[src/hw/rtl/quoted_argument_tokenizer_top_macros.svh]
// ----------------------------------------------------------------------------
// Assertion macros for the quoted argument tokenizer
// Checks are clocked on clock; the first form is quiet during reset.
// ----------------------------------------------------------------------------
`ifndef QUOTED_ARGUMENT_TOKENIZER_TOP_MACROS_SVH
`define QUOTED_ARGUMENT_TOKENIZER_TOP_MACROS_SVH
`ifndef SYNTH
`define QAT_ASSERT(lbl, prop) lbl: assert property (@(posedge clock) disable iff (reset) prop) \
   else $error("qat assertion failed");
`define QAT_ASSERT_ALWAYS(lbl, prop) lbl: assert property (@(posedge clock) prop) \
   else $error("qat assertion failed");
`else
`define QAT_ASSERT(lbl, prop)
`define QAT_ASSERT_ALWAYS(lbl, prop)
`endif
`endif

[src/hw/rtl/qat_pkg.sv]
// ----------------------------------------------------------------------------
// qat_pkg
// Types, character codes and helper functions shared by the tokenizer.
// ----------------------------------------------------------------------------
`timescale 1ns / 1ps

package qat_pkg;

   localparam int COUNT_BITS  = 16;
   localparam int TOTAL_W     = 16;
   localparam int FIFO_DEPTH  = 4;

   localparam logic [TOTAL_W-1:0] TOTAL_MAX = {TOTAL_W{1'b1}};

   localparam logic [7:0] CH_NUL    = 8'h00;
   localparam logic [7:0] CH_BEL    = 8'h07;
   localparam logic [7:0] CH_BS     = 8'h08;
   localparam logic [7:0] CH_TAB    = 8'h09;
   localparam logic [7:0] CH_LF     = 8'h0A;
   localparam logic [7:0] CH_VT     = 8'h0B;
   localparam logic [7:0] CH_FF     = 8'h0C;
   localparam logic [7:0] CH_CR     = 8'h0D;
   localparam logic [7:0] CH_SPACE  = 8'h20;
   localparam logic [7:0] CH_DQUOTE = 8'h22;
   localparam logic [7:0] CH_SQUOTE = 8'h27;
   localparam logic [7:0] CH_BSLASH = 8'h5C;
   localparam logic [7:0] CH_LC_A   = 8'h61;
   localparam logic [7:0] CH_LC_B   = 8'h62;
   localparam logic [7:0] CH_LC_F   = 8'h66;
   localparam logic [7:0] CH_LC_N   = 8'h6E;
   localparam logic [7:0] CH_LC_R   = 8'h72;
   localparam logic [7:0] CH_LC_T   = 8'h74;
   localparam logic [7:0] CH_LC_V   = 8'h76;

   typedef enum logic [2:0] {
      PH_BETWEEN  = 3'd0,
      PH_TOKEN    = 3'd1,
      PH_BARE_ESC = 3'd2,
      PH_SQ       = 3'd3,
      PH_SQ_ESC   = 3'd4,
      PH_DQ       = 3'd5,
      PH_DQ_ESC   = 3'd6
   } phase_type;

   typedef enum logic [1:0] {
      K_BYTE = 2'd0,
      K_END  = 2'd1,
      K_OK   = 2'd2,
      K_ERR  = 2'd3
   } kind_type;

   typedef struct packed {
      kind_type           kind;
      logic [7:0]         out_char;
      logic [TOTAL_W-1:0] token_total;
      logic               last_of_run;
   } rsp_type;

   // Up to two results caused by one request, in order.
   typedef struct packed {
      logic [1:0] count;
      rsp_type    first;
      rsp_type    second;
   } parse_out_type;

   function automatic logic is_blank(input logic [7:0] ch);
      return ch inside {CH_SPACE, CH_TAB, CH_LF, CH_VT, CH_FF, CH_CR};
   endfunction

   function automatic logic [7:0] translate(input logic [7:0] ch);
      logic [7:0] res;
      case (ch)
         CH_LC_A: res = CH_BEL;
         CH_LC_B: res = CH_BS;
         CH_LC_T: res = CH_TAB;
         CH_LC_N: res = CH_LF;
         CH_LC_V: res = CH_VT;
         CH_LC_F: res = CH_FF;
         CH_LC_R: res = CH_CR;
         default: res = ch;
      endcase
      return res;
   endfunction

endpackage

[src/hw/rtl/qat_parse.sv]
// ----------------------------------------------------------------------------
// qat_parse
// Parser state and token counter; decodes one byte into up to two results.
// ----------------------------------------------------------------------------
`timescale 1ns / 1ps
`include "quoted_argument_tokenizer_top_macros.svh"

module qat_parse
   import qat_pkg::*;
(
   input  logic          clock,
   input  logic          reset,
   input  logic          step,
   input  logic [7:0]    in_char,
   output parse_out_type result
);

   localparam int WIDE_W = (COUNT_BITS > TOTAL_W) ? COUNT_BITS : TOTAL_W;
   localparam logic [COUNT_BITS-1:0] CNT_MAX = {COUNT_BITS{1'b1}};

   phase_type             phase_ff, phase_in;
   logic [COUNT_BITS-1:0] count_ff, count_in, count_after;
   logic [WIDE_W-1:0]     count_wide;
   logic [TOTAL_W-1:0]    total;
   logic [1:0]            n;
   kind_type              k0, k1;
   logic [7:0]            c0, c1;
   logic                  inc, clr, use_bare;

   always_comb begin
      n        = 2'd0;
      k0       = K_BYTE;
      k1       = K_BYTE;
      c0       = CH_NUL;
      c1       = CH_NUL;
      inc      = 1'b0;
      clr      = 1'b0;
      use_bare = 1'b0;
      phase_in = phase_ff;
      unique case (phase_ff) inside
         PH_TOKEN: begin
            use_bare = 1'b1;
         end
         PH_BARE_ESC: begin
            if (in_char == CH_NUL) begin
               inc = 1'b1; clr = 1'b1; n = 2'd2;
               k0 = K_END; k1 = K_OK;
               phase_in = PH_BETWEEN;
            end else begin
               n = 2'd1; c0 = in_char;
               phase_in = PH_TOKEN;
            end
         end
         PH_SQ, PH_DQ: begin
            if (in_char == CH_NUL) begin
               clr = 1'b1; n = 2'd1; k0 = K_ERR;
               phase_in = PH_BETWEEN;
            end else if ((phase_ff == PH_SQ && in_char == CH_SQUOTE) ||
                         (phase_ff == PH_DQ && in_char == CH_DQUOTE)) begin
               phase_in = PH_TOKEN;
            end else if (in_char == CH_BSLASH) begin
               phase_in = (phase_ff == PH_SQ) ? PH_SQ_ESC : PH_DQ_ESC;
            end else begin
               n = 2'd1; c0 = in_char;
            end
         end
         PH_SQ_ESC: begin
            if (in_char == CH_NUL) begin
               clr = 1'b1; n = 2'd1; k0 = K_ERR;
               phase_in = PH_BETWEEN;
            end else begin
               phase_in = PH_SQ;
               // Only quote and backslash are real escapes; otherwise the
               // backslash is kept in front of the byte.
               if (in_char == CH_BSLASH || in_char == CH_SQUOTE) begin
                  n = 2'd1; c0 = in_char;
               end else begin
                  n = 2'd2; c0 = CH_BSLASH; c1 = in_char;
               end
            end
         end
         PH_DQ_ESC: begin
            if (in_char == CH_NUL) begin
               clr = 1'b1; n = 2'd1; k0 = K_ERR;
               phase_in = PH_BETWEEN;
            end else begin
               n = 2'd1; c0 = translate(in_char);
               phase_in = PH_DQ;
            end
         end
         default: begin
            // Between tokens, and the unused phase code.
            phase_in = PH_BETWEEN;
            if (in_char == CH_NUL) begin
               clr = 1'b1; n = 2'd1; k0 = K_OK;
            end else if (!is_blank(in_char)) begin
               use_bare = 1'b1;
            end
         end
      endcase

      if (use_bare) begin
         if (in_char == CH_NUL) begin
            inc = 1'b1; clr = 1'b1; n = 2'd2;
            k0 = K_END; k1 = K_OK;
            phase_in = PH_BETWEEN;
         end else if (in_char == CH_BSLASH) begin
            phase_in = PH_BARE_ESC;
         end else if (in_char == CH_SQUOTE) begin
            phase_in = PH_SQ;
         end else if (in_char == CH_DQUOTE) begin
            phase_in = PH_DQ;
         end else if (is_blank(in_char) || in_char == CH_BS) begin
            inc = 1'b1; n = 2'd1; k0 = K_END;
            phase_in = PH_BETWEEN;
         end else begin
            n = 2'd1; c0 = in_char;
            phase_in = PH_TOKEN;
         end
      end
   end

   always_comb begin
      count_after = (inc && count_ff != CNT_MAX) ? count_ff + 1'b1 : count_ff;
      count_in    = clr ? '0 : count_after;
      count_wide  = WIDE_W'(count_after);
      total       = (count_wide > WIDE_W'(TOTAL_MAX)) ? TOTAL_MAX
                                                      : count_wide[TOTAL_W-1:0];
      result.count              = n;
      result.first.kind         = k0;
      result.first.out_char     = c0;
      result.first.token_total  = total;
      result.first.last_of_run  = (n == 2'd1);
      result.second.kind        = k1;
      result.second.out_char    = c1;
      result.second.token_total = total;
      result.second.last_of_run = 1'b1;
   end

   always_ff @(posedge clock) begin
      if (reset) begin
         phase_ff <= PH_BETWEEN;
         count_ff <= '0;
      end else if (step) begin
         phase_ff <= phase_in;
         count_ff <= count_in;
      end
   end

   // A finished or failed string leaves the parser ready for a fresh one.
   `QAT_ASSERT(a_finish_resets, (step && clr) |=> (phase_ff == PH_BETWEEN && count_ff == '0))
   // Token bytes only ever leave from a byte that is not the string end.
   `QAT_ASSERT(a_no_byte_on_end, (step && in_char == CH_NUL) |-> (n == 2'd0 || k0 != K_BYTE))
   // The counter never moves without a request.
   `QAT_ASSERT(a_hold_idle, !$past(step) |-> ($stable(count_ff) && $stable(phase_ff)))

endmodule

[src/hw/rtl/qat_rsp_fifo.sv]
// ----------------------------------------------------------------------------
// qat_rsp_fifo
// Small result queue that takes up to two results a cycle and gives one.
// ----------------------------------------------------------------------------
`timescale 1ns / 1ps
`include "quoted_argument_tokenizer_top_macros.svh"

module qat_rsp_fifo
   import qat_pkg::*;
(
   input  logic          clock,
   input  logic          reset,
   input  logic          push,
   input  parse_out_type push_data,
   output logic          space,
   input  logic          pop,
   output rsp_type       head,
   output logic          head_valid
);

   localparam int PTR_W  = $clog2(FIFO_DEPTH);
   localparam int FILL_W = $clog2(FIFO_DEPTH + 1);

   rsp_type            mem_ff [FIFO_DEPTH];
   logic [PTR_W-1:0]   wr_ptr_ff, wr_ptr_in, rd_ptr_ff, rd_ptr_in, wr_next;
   logic [FILL_W-1:0]  fill_ff, fill_in;
   logic [1:0]         push_count;

   always_comb begin
      push_count = push ? push_data.count : 2'd0;
      wr_next    = wr_ptr_ff + 1'b1;
      wr_ptr_in  = wr_ptr_ff + PTR_W'(push_count);
      rd_ptr_in  = rd_ptr_ff + PTR_W'(pop);
      fill_in    = fill_ff + FILL_W'(push_count) - FILL_W'(pop);
      // Room for a request that may leave two results.
      space      = (fill_ff <= FILL_W'(FIFO_DEPTH - 2));
      head_valid = (fill_ff != '0);
      head       = mem_ff[rd_ptr_ff];
   end

   always_ff @(posedge clock) begin
      if (reset) begin
         wr_ptr_ff <= '0;
         rd_ptr_ff <= '0;
         fill_ff   <= '0;
      end else begin
         wr_ptr_ff <= wr_ptr_in;
         rd_ptr_ff <= rd_ptr_in;
         fill_ff   <= fill_in;
      end
   end

   always_ff @(posedge clock) begin
      if (push && push_count != 2'd0) begin
         mem_ff[wr_ptr_ff] <= push_data.first;
      end
      if (push && push_count == 2'd2) begin
         mem_ff[wr_next] <= push_data.second;
      end
   end

   `QAT_ASSERT(a_fill_bound, fill_ff <= FILL_W'(FIFO_DEPTH))
   `QAT_ASSERT(a_no_overflow, push |-> space)
   `QAT_ASSERT(a_fill_track, (!pop && push_count == 2'd0) |=> $stable(fill_ff))

endmodule

[src/hw/rtl/quoted_argument_tokenizer_top.sv]
// ----------------------------------------------------------------------------
// quoted_argument_tokenizer_top
// Shell-style argument tokenizer with quotes, escapes and a token count.
// ----------------------------------------------------------------------------
//  channel   ports     direction  content
//  request   req_*     in         in_char, one byte of the string
//  response  rsp_*     out        kind, out_char, token_total, last_of_run
//
// A request is decoded in the cycle it is accepted, one request per cycle while req_ready is high.
// Its results leave a four-entry queue one per cycle while rsp_ready is high, from the next cycle on.
// A request that yields two results therefore leaves as two separate responses;
// req_ready is low while the queue cannot take two more results.
// Reset clears the pointers, fill count and parser state; the queue memory gets no clearing pass.
// ----------------------------------------------------------------------------
`timescale 1ns / 1ps

module quoted_argument_tokenizer_top
   import qat_pkg::*;
(
   input  logic                clock,
   input  logic                reset,
   input  logic                req_valid,
   output logic                req_ready,
   input  logic [7:0]          req_in_char,
   output logic                rsp_valid,
   input  logic                rsp_ready,
   output logic [1:0]          rsp_kind,
   output logic [7:0]          rsp_out_char,
   output logic [TOTAL_W-1:0]  rsp_token_total,
   output logic                rsp_last_of_run
);

   parse_out_type parsed;
   rsp_type       head;
   logic          step, pop, space;

   assign req_ready = space;
   assign step      = req_valid && space;
   assign pop       = rsp_valid && rsp_ready;

   qat_parse u_parse (
      .clock   (clock),
      .reset   (reset),
      .step    (step),
      .in_char (req_in_char),
      .result  (parsed)
   );

   qat_rsp_fifo u_rsp_fifo (
      .clock      (clock),
      .reset      (reset),
      .push       (step),
      .push_data  (parsed),
      .space      (space),
      .pop        (pop),
      .head       (head),
      .head_valid (rsp_valid)
   );

   assign rsp_kind        = head.kind;
   assign rsp_out_char    = head.out_char;
   assign rsp_token_total = head.token_total;
   assign rsp_last_of_run = head.last_of_run;

endmodule
[config.mk]
export PLATFORM = sky130hd
export DESIGN_NAME = quoted_argument_tokenizer_top
export DESIGN_NICKNAME = d
export VERILOG_FILES = /design/src/hw/rtl/qat_pkg.sv /design/src/hw/rtl/qat_parse.sv /design/src/hw/rtl/qat_rsp_fifo.sv /design/src/hw/rtl/quoted_argument_tokenizer_top.sv
export VERILOG_INCLUDE_DIRS = /design/src /design/src/hw/rtl
export SDC_FILE = /design/constraint.sdc
export NUM_CORES = 1
export LEC_CHECK = 0
export ABC_AREA = 1
export BUFFER_PORTS_ARGS = -buffer_cell sky130_fd_sc_hd__buf_2
export CORE_MARGIN = 2
export CORE_UTILIZATION = 58
export CTS_BUF_LIST = sky130_fd_sc_hd__clkbuf_8
export CTS_CLUSTER_SIZE = 10
export DETAILED_ROUTE_END_ITERATION = 10
export GPL_TIMING_DRIVEN = 1
export PLACE_DENSITY = 0.84
export SYNTH_ARGS = -nofsm -noshare
export SYNTH_HDL_FRONTEND = slang
export SYNTH_HIERARCHICAL = 1
export SYNTH_SLANG_ARGS = --single-unit
[constraint.sdc]
create_clock -name clock -period 3.27 [get_ports clock]
set_input_delay 0.654 -clock clock [delete_from_list [all_inputs] [get_ports clock]]
set_output_delay 0.654 -clock clock [all_outputs]
set_load 0.01 [all_outputs]
=== After elaboration in Yosys (flattened, before gate mapping) ===
Memories as Yosys holds them, arrays and structs flattened. A register that Yosys moved wholly into a read port is not among the register bits.
Cells that the tools add are included.

* Input bits: 12
* Word-level logic and storage cells: 140
* Memories: 1
* Output and inout bits: 29
* Register bits after elaboration: 26
* Memory bits (writable): 108

* Reductions and logical operators: 18
* Muxes and demuxes: 80
* $lt $le $gt $ge: 2
* Equality and inequality tests: 28
* $add $sub $neg: 6

{| class="wikitable"
|+ Memories
! name !! depth !! bits a word !! rd ports !! clocked after memory_dff !! wr ports !! RTL line !! RTL
|-
| u_rsp_fifo.mem_ff || 4 || 27 || 1 || 1 || 2 || qat_rsp_fifo.sv:24 || <nowiki>rsp_type mem_ff [FIFO_DEPTH];</nowiki>
|}

{| class="wikitable"
|+ Operators with widths
! cell !! number
|-
| $mux W8 || 16
|-
| $eq A8 B7 Y1 const B || 8
|-
| $pmux W8 S7 || 1
|-
| $eq A8 B4 Y1 const B || 6
|-
| $mux W16 || 3
|-
| $mux W2 || 24
|-
| $pmux W8 S4 || 1
|-
| $mux W3 || 9
|-
| $eq A8 B6 Y1 const B || 3
|-
| $mux W1 || 22
|-
| $add A16 B1 Y16 const B || 1
|-
| $gt A16 B16 Y1 const B || 1
|-
| $ne A16 B16 Y1 const B || 1
|-
| $pmux W3 S5 || 1
|-
| $pmux W2 S5 || 1
|-
| $eq A3 B3 Y1 const B || 3
|-
| $logic_not A8 Y1 || 1
|-
| $logic_and A1 B1 Y1 || 7
|-
| $eq A3 B2 Y1 const B || 2
|-
| $pmux W2 S3 || 1
|-
| $reduce_bool A6 Y1 || 1
|-
| $ne A5 B1 Y1 const B || 1
|-
| $reduce_or A5 Y1 || 1
|-
| $reduce_or A4 Y1 || 1
|-
| other kinds (16) || 18
|}

=== Depth between registers and ports, before layout ===
* Word-level depth: 16
* Mapped depth: 18
* Mapped depth without buffers: 17

=== Modules after synthesis ===
The synthesis kept the hierarchy.

{| class="wikitable"
|+ By module, submodules not included
! module !! instances !! cells an instance !! area each (µm²) !! seq. area each (µm²)
|-
| qat_rsp_fifo || 1 || 619 || 5918.2 || 3383.2
|-
| qat_parse || 1 || 392 || 2252.2 || 380.4
|-
| quoted_argument_tokenizer_top || 1 || 4 || 15.0 || 0.0
|}

=== Worst setup path after synthesis ===
OpenSTA, ideal clock, no wires.

* Path kind: input port to flip-flop
* Start point: input req_in_char[0]
* End point: memory u_rsp_fifo/mem_ff[0][0] in the netlist's numbering (enable)
* Data arrival time: 2.895 ns
* Slack: -0.009 ns
* Data required time: 2.886 ns
* Setup time: 0.384 ns
* Buffers on the path: 2
* Stages on the path: 13
* Path through: buf_2 > nor2_2 > nand2_1 > nor3_2 > nand2_1 > o21ai_2 > nor3_1 > nor2_1 > nand3_1 > nor2_8 > nand2_4 > buf_6 > nand2_1

{| class="wikitable"
|+ RTL lines
! what !! RTL line !! RTL
|-
| start, declared || quoted_argument_tokenizer_top.sv:24 || <nowiki>input logic [7:0] req_in_char,</nowiki>
|-
| end, declared || qat_rsp_fifo.sv:24 ||
|}

==> results.txt <==
- The flow ran to the end, and the final reports show no timing, DRC or antenna violations.
- Share of cells above drive strength 1: 0.1593
- DRT antenna net count: 0
- Number of cells on the worst hold path: 2
- Once detailed placement completed, the half-perimeter wirelength came to about 12,000 um.
- The critical path contains buffers and inverters numbering 3 combined.
- Root Driver: sky130_fd_sc_hd__clkbuf_8
- Overflow after GRT: 0
- The max-slew violation count is 0.
- Seq/Total Area, Yosys: 0.4598
- Final critical-path required period: around 2.9 ns
* Level count of the clock H-tree: 4
* Via count of the first global-routing pass: roughly 6,100
- The analysis attributes to net switching a power of between 2 and 2.5 mW.
- The signal on the critical path passes through inv_1, buf_4, o21ai_0, o21ai_0, buf_2.
- CTS-repair resized insts: 0
- Number of instances in the synthesized netlist: roughly 1,000
- The first TritonRoute pass finished after 5 iterations.
- The final route contains 6,905 vias.
- Input and output buffers added on the ports amount to 40.
- On the final layout, the worst clock skew is ~0.012 ns.
* Arrival @ worst endpoint: about 2.2 ns
- In this run the horizontal extent of the chip is around 120 um.
- Clock sink total: about 130
- Wire length of the first global-routing pass: 29,530 um
- Critical register-to-register path endpoint: u_rsp_fifo/mem_ff[2][2]
- Mean number of vias per cell: approximately 5.7
* Most frequent standard cell in the layout excluding fill and tap cells: sky130_fd_sc_hd__nand2_1
- Dividing the final minimum period by the clock period gives 0.8846.
- Depth of the worst register-to-register path: 11
- Gpl congestion: 0.9618
- Number of buffers between clock root and the deepest sink: 2
- Of the total power, the share spent switching nets is 0.3796.
- The worst setup path is launched from a register.
* Hold Slack: between 0.5 and 0.6 ns
- Site row count: between 40 and 50
- The number of different library cells used by synthesis comes to ~40.
- Area delta synth->final: 6.527%
* Area of the mapped netlist: around 0.0082 sq mm
- The initial antenna violation count was 0.
- Clock network power share: 0.214
- Summed over all failing endpoints, the final setup total negative slack is 0 ns.
- Measured slew at the worst slew-check pin: ~0.64 ns
- Worst-path clk slew: 0.07 ns
- Mean area per synthesized cell: slightly above 8 sq um
- FILL cells: around 1,100
* Synthesis-stage register bit count: 134
* Post-synth net total: around 1,000
- The clock reaches the later pin of the worst-skew pair after ~0.46 ns.
* Worst Setup End Kind: output port
- The top cell types in the final layout, fill and taps aside, are sky130_fd_sc_hd__nand2_1 (230), sky130_fd_sc_hd__nor2_1 (115), sky130_fd_sc_hd__edfxtp_1 (108), sky130_fd_sc_hd__o21ai_0 (86), sky130_fd_sc_hd__inv_1 (83).
* Number of DRC markers in iteration 0: 731
- Initial Util: 0.5920
- Dividing the detail-routed wire length by the instance count gives about 15 um.
- Critical Path Fanout Max: 53
- The cell that appears most often on the critical path is sky130_fd_sc_hd__o21ai_0.
* Critical path's top delay family: buffers and inverters
- Hold_buf cts: 0
* Wirelength, routed: 18,470 um
- Entering global routing, the biggest net connects 55 pins.
- Postcts setup bufs: 0
- Global router's overall resource usage: 0.2551
- Leakage power: approximately 3.4 nW
* Nets: about 1,000
- Among all stages on the critical path, the largest delay is contributed by sky130_fd_sc_hd__dfxtp_2.
- Pwr Density: around 640 mW/mm^2
- Of the total power, combinational logic draws 0.367.
- The share of total power dissipated in sequential elements is 0.418.
* Worst min-delay path class: register to register
* Destination of the worst hold path: u_parse/count_ff[15]
- During synthesis, Yosys emitted a total of 6 warnings.
- Max transition margin: 0.5741
- The hold violation count in the final report is 0.
* Cts bufs inserted: 17
* CP peak stage delay: 0.52 ns
- Worst reg-to-reg setup slack: 0.64 ns
- Number of endpoints failing setup at the final stage: 0
- Setup CP Type: register to output port
- Unrepaired setup endpoints after global routing: false
- STA puts the critical path data required time at around 2.6 ns.
- Max-Cap Viols: 0
- Core area: between 0.01 and 0.015 sq mm
- DRC violation count after routing: 0
- Ports placed on the boundary: between 40 and 50
- Total die area: about 0.015 sq mm
* Worst hold path startpoint: u_parse/count_ff[15]
* Internal: 3.483 mW
- Startpoint of the worst register-to-register path: u_parse/count_ff[0]
- Clock tree from TritonCTS: yes
- Across the VDD grid, the largest voltage drop is between 0.0002 and 0.0003 V.
* Peak clock frequency supported by timing: 0.3457 GHz
- From bottom edge to top edge, the die measures 122.8 um.
- N_diodes: 0
[state kept, by name, indices dropped and copies added, names as in the netlist]
| register | flops |
|---|---|
| u_rsp_fifo/rd_ptr_ff | 2 |
| u_rsp_fifo/fill_ff | 3 |
| u_rsp_fifo/mem_ff | 108 |
| u_parse/count_ff | 16 |
| u_rsp_fifo/wr_ptr_ff | 2 |
| u_parse/phase_ff | 3 |
[worst max-delay path by stage]
stage	cells past startpoint	start	slack, ns	end
2_1_floorplan	13	req_in_char[0]	0.007	u_rsp_fifo/mem_ff[1][0]
3_3_place_gp	14	req_in_char[4]	0.28	u_rsp_fifo/fill_ff[2]
3_5_place_dp	14	req_in_char[4]	0.22	u_rsp_fifo/fill_ff[2]
4_1_cts	6	u_rsp_fifo/rd_ptr_ff[0]	0.40	rsp_out_char[0]
5_1_grt	5	u_rsp_fifo/rd_ptr_ff[0]	0.17	rsp_kind[1]
6_report	5	u_rsp_fifo/rd_ptr_ff[0]	0.38	rsp_kind[1]
[tightest hold or removal path, cell delays in order, from the launching register on]
cell and delay, ns:
sky130_fd_sc_hd__dfxtp_1 0.35, sky130_fd_sc_hd__nand2_1 0.08, sky130_fd_sc_hd__a21oi_1 0.06
[per-stage QoR]
stage	setup WS [ns]	util	std cells	power [mW]	area, sq um
floorplan	0.007302	-	1015	3.723	8190
global placement	0.2820	0.6049	1190	4.367	8364
detailed placement	0.2160	0.6049	1190	4.429	8364
CTS	0.4002	0.6306	1222	5.628	8720
global route	0.1657	0.6306	1222	5.954	8720
finish	0.3773	0.6306	1222	5.614	8720
[synth_stat cells]
| cell type | count | area [sq um] |
|---|---|---|
| sky130_fd_sc_hd__nor2_2 | 3 | 18.77 |
| sky130_fd_sc_hd__xor2_1 | 7 | 61.31 |
| sky130_fd_sc_hd__nand4_1 | 11 | 68.82 |
| sky130_fd_sc_hd__buf_6 | 19 | 214.0 |
| sky130_fd_sc_hd__nor2_8 | 2 | 40.04 |
| sky130_fd_sc_hd__buf_1 | 4 | 15.01 |
| sky130_fd_sc_hd__fa_1 | 1 | 20.02 |
| sky130_fd_sc_hd__dfxtp_1 | 26 | 520.5 |
| sky130_fd_sc_hd__ha_1 | 4 | 50.05 |
| sky130_fd_sc_hd__nand3b_1 | 2 | 15.01 |
| sky130_fd_sc_hd__conb_1 | 2 | 7.510 |
| sky130_fd_sc_hd__o21ai_0 | 86 | 430.4 |
| sky130_fd_sc_hd__a21oi_1 | 28 | 140.1 |
| sky130_fd_sc_hd__o21ai_1 | 80 | 400.4 |
| sky130_fd_sc_hd__edfxtp_1 | 108 | 3243 |
| sky130_fd_sc_hd__xnor2_1 | 6 | 52.55 |
| sky130_fd_sc_hd__clkbuf_8 | 2 | 27.53 |
| sky130_fd_sc_hd__nand2_4 | 9 | 101.4 |
| sky130_fd_sc_hd__or2_2 | 1 | 6.260 |
| sky130_fd_sc_hd__clkinv_1 | 2 | 7.510 |
| sky130_fd_sc_hd__nor4_1 | 3 | 18.77 |
| sky130_fd_sc_hd__a31oi_1 | 2 | 12.51 |
| sky130_fd_sc_hd__nor2b_1 | 1 | 6.260 |
| sky130_fd_sc_hd__nor3_1 | 19 | 95.09 |
| sky130_fd_sc_hd__buf_4 | 20 | 150.1 |
| sky130_fd_sc_hd__nor2_4 | 2 | 22.52 |
| sky130_fd_sc_hd__nand2_1 | 232 | 870.8 |
| sky130_fd_sc_hd__nand3_2 | 2 | 20.02 |
| sky130_fd_sc_hd__and2_1 | 5 | 31.28 |
| sky130_fd_sc_hd__nor2_1 | 115 | 431.7 |
| sky130_fd_sc_hd__buf_2 | 10 | 50.05 |
| sky130_fd_sc_hd__o211ai_1 | 1 | 7.510 |
| sky130_fd_sc_hd__o22ai_1 | 1 | 6.260 |
| sky130_fd_sc_hd__or2_1 | 1 | 6.260 |
| sky130_fd_sc_hd__o21ai_2 | 34 | 297.8 |
| sky130_fd_sc_hd__inv_2 | 6 | 22.52 |
| sky130_fd_sc_hd__clkbuf_1 | 11 | 41.29 |
| sky130_fd_sc_hd__nand3_1 | 52 | 260.3 |
| sky130_fd_sc_hd__nand2_2 | 10 | 62.56 |
| sky130_fd_sc_hd__inv_1 | 83 | 311.6 |
| sky130_fd_sc_hd__nor3_2 | 2 | 20.02 |
[routing by layer]
metal	vias up	track usage	routed length, um
met5	-	0	0
met4	0	0.09626	366
met3	38	0.05158	1181
met2	257	0.4192	9116
met1	3202	0.3331	7801
li1	3408	-	-
[logic make-up after synthesis]
group	Yosys count	synth area share
and+or+nand+nor	472	0.2560
AOI/OAI and AO/OA	232	0.1582
xor gates and xnor gates	13	0.01391
other	2	0.0009175
adders and majority gates	5	0.008560
DFF	134	0.4598
buffers and inverters	157	0.1026
[final cells by class]
class	count	area, sq um	area share
Timing Repair Buffer	61	445.4	0.05108
Multi-Input combinational cell	724	3587	0.4114
Inverter	91	341.6	0.03917
Sequential cell	134	3765	0.4318
Clock inverter	12	80.08	0.009184
Clock buffer	20	275.3	0.03157
Tap cell	180	225.2	0.02583
[power groups by stage]
stage                     Combinational (mW)  Clock (mW)  Sequential, mW
after floorplan                         1.41           0            2.32
after global placement                  2.00           0            2.37
after detailed placement                2.05           0            2.38
after CTS                               2.06        1.23            2.35
after global routing                    2.29        1.29            2.38
final                                   2.06        1.20            2.35
(Power assumes the default switching activity.)
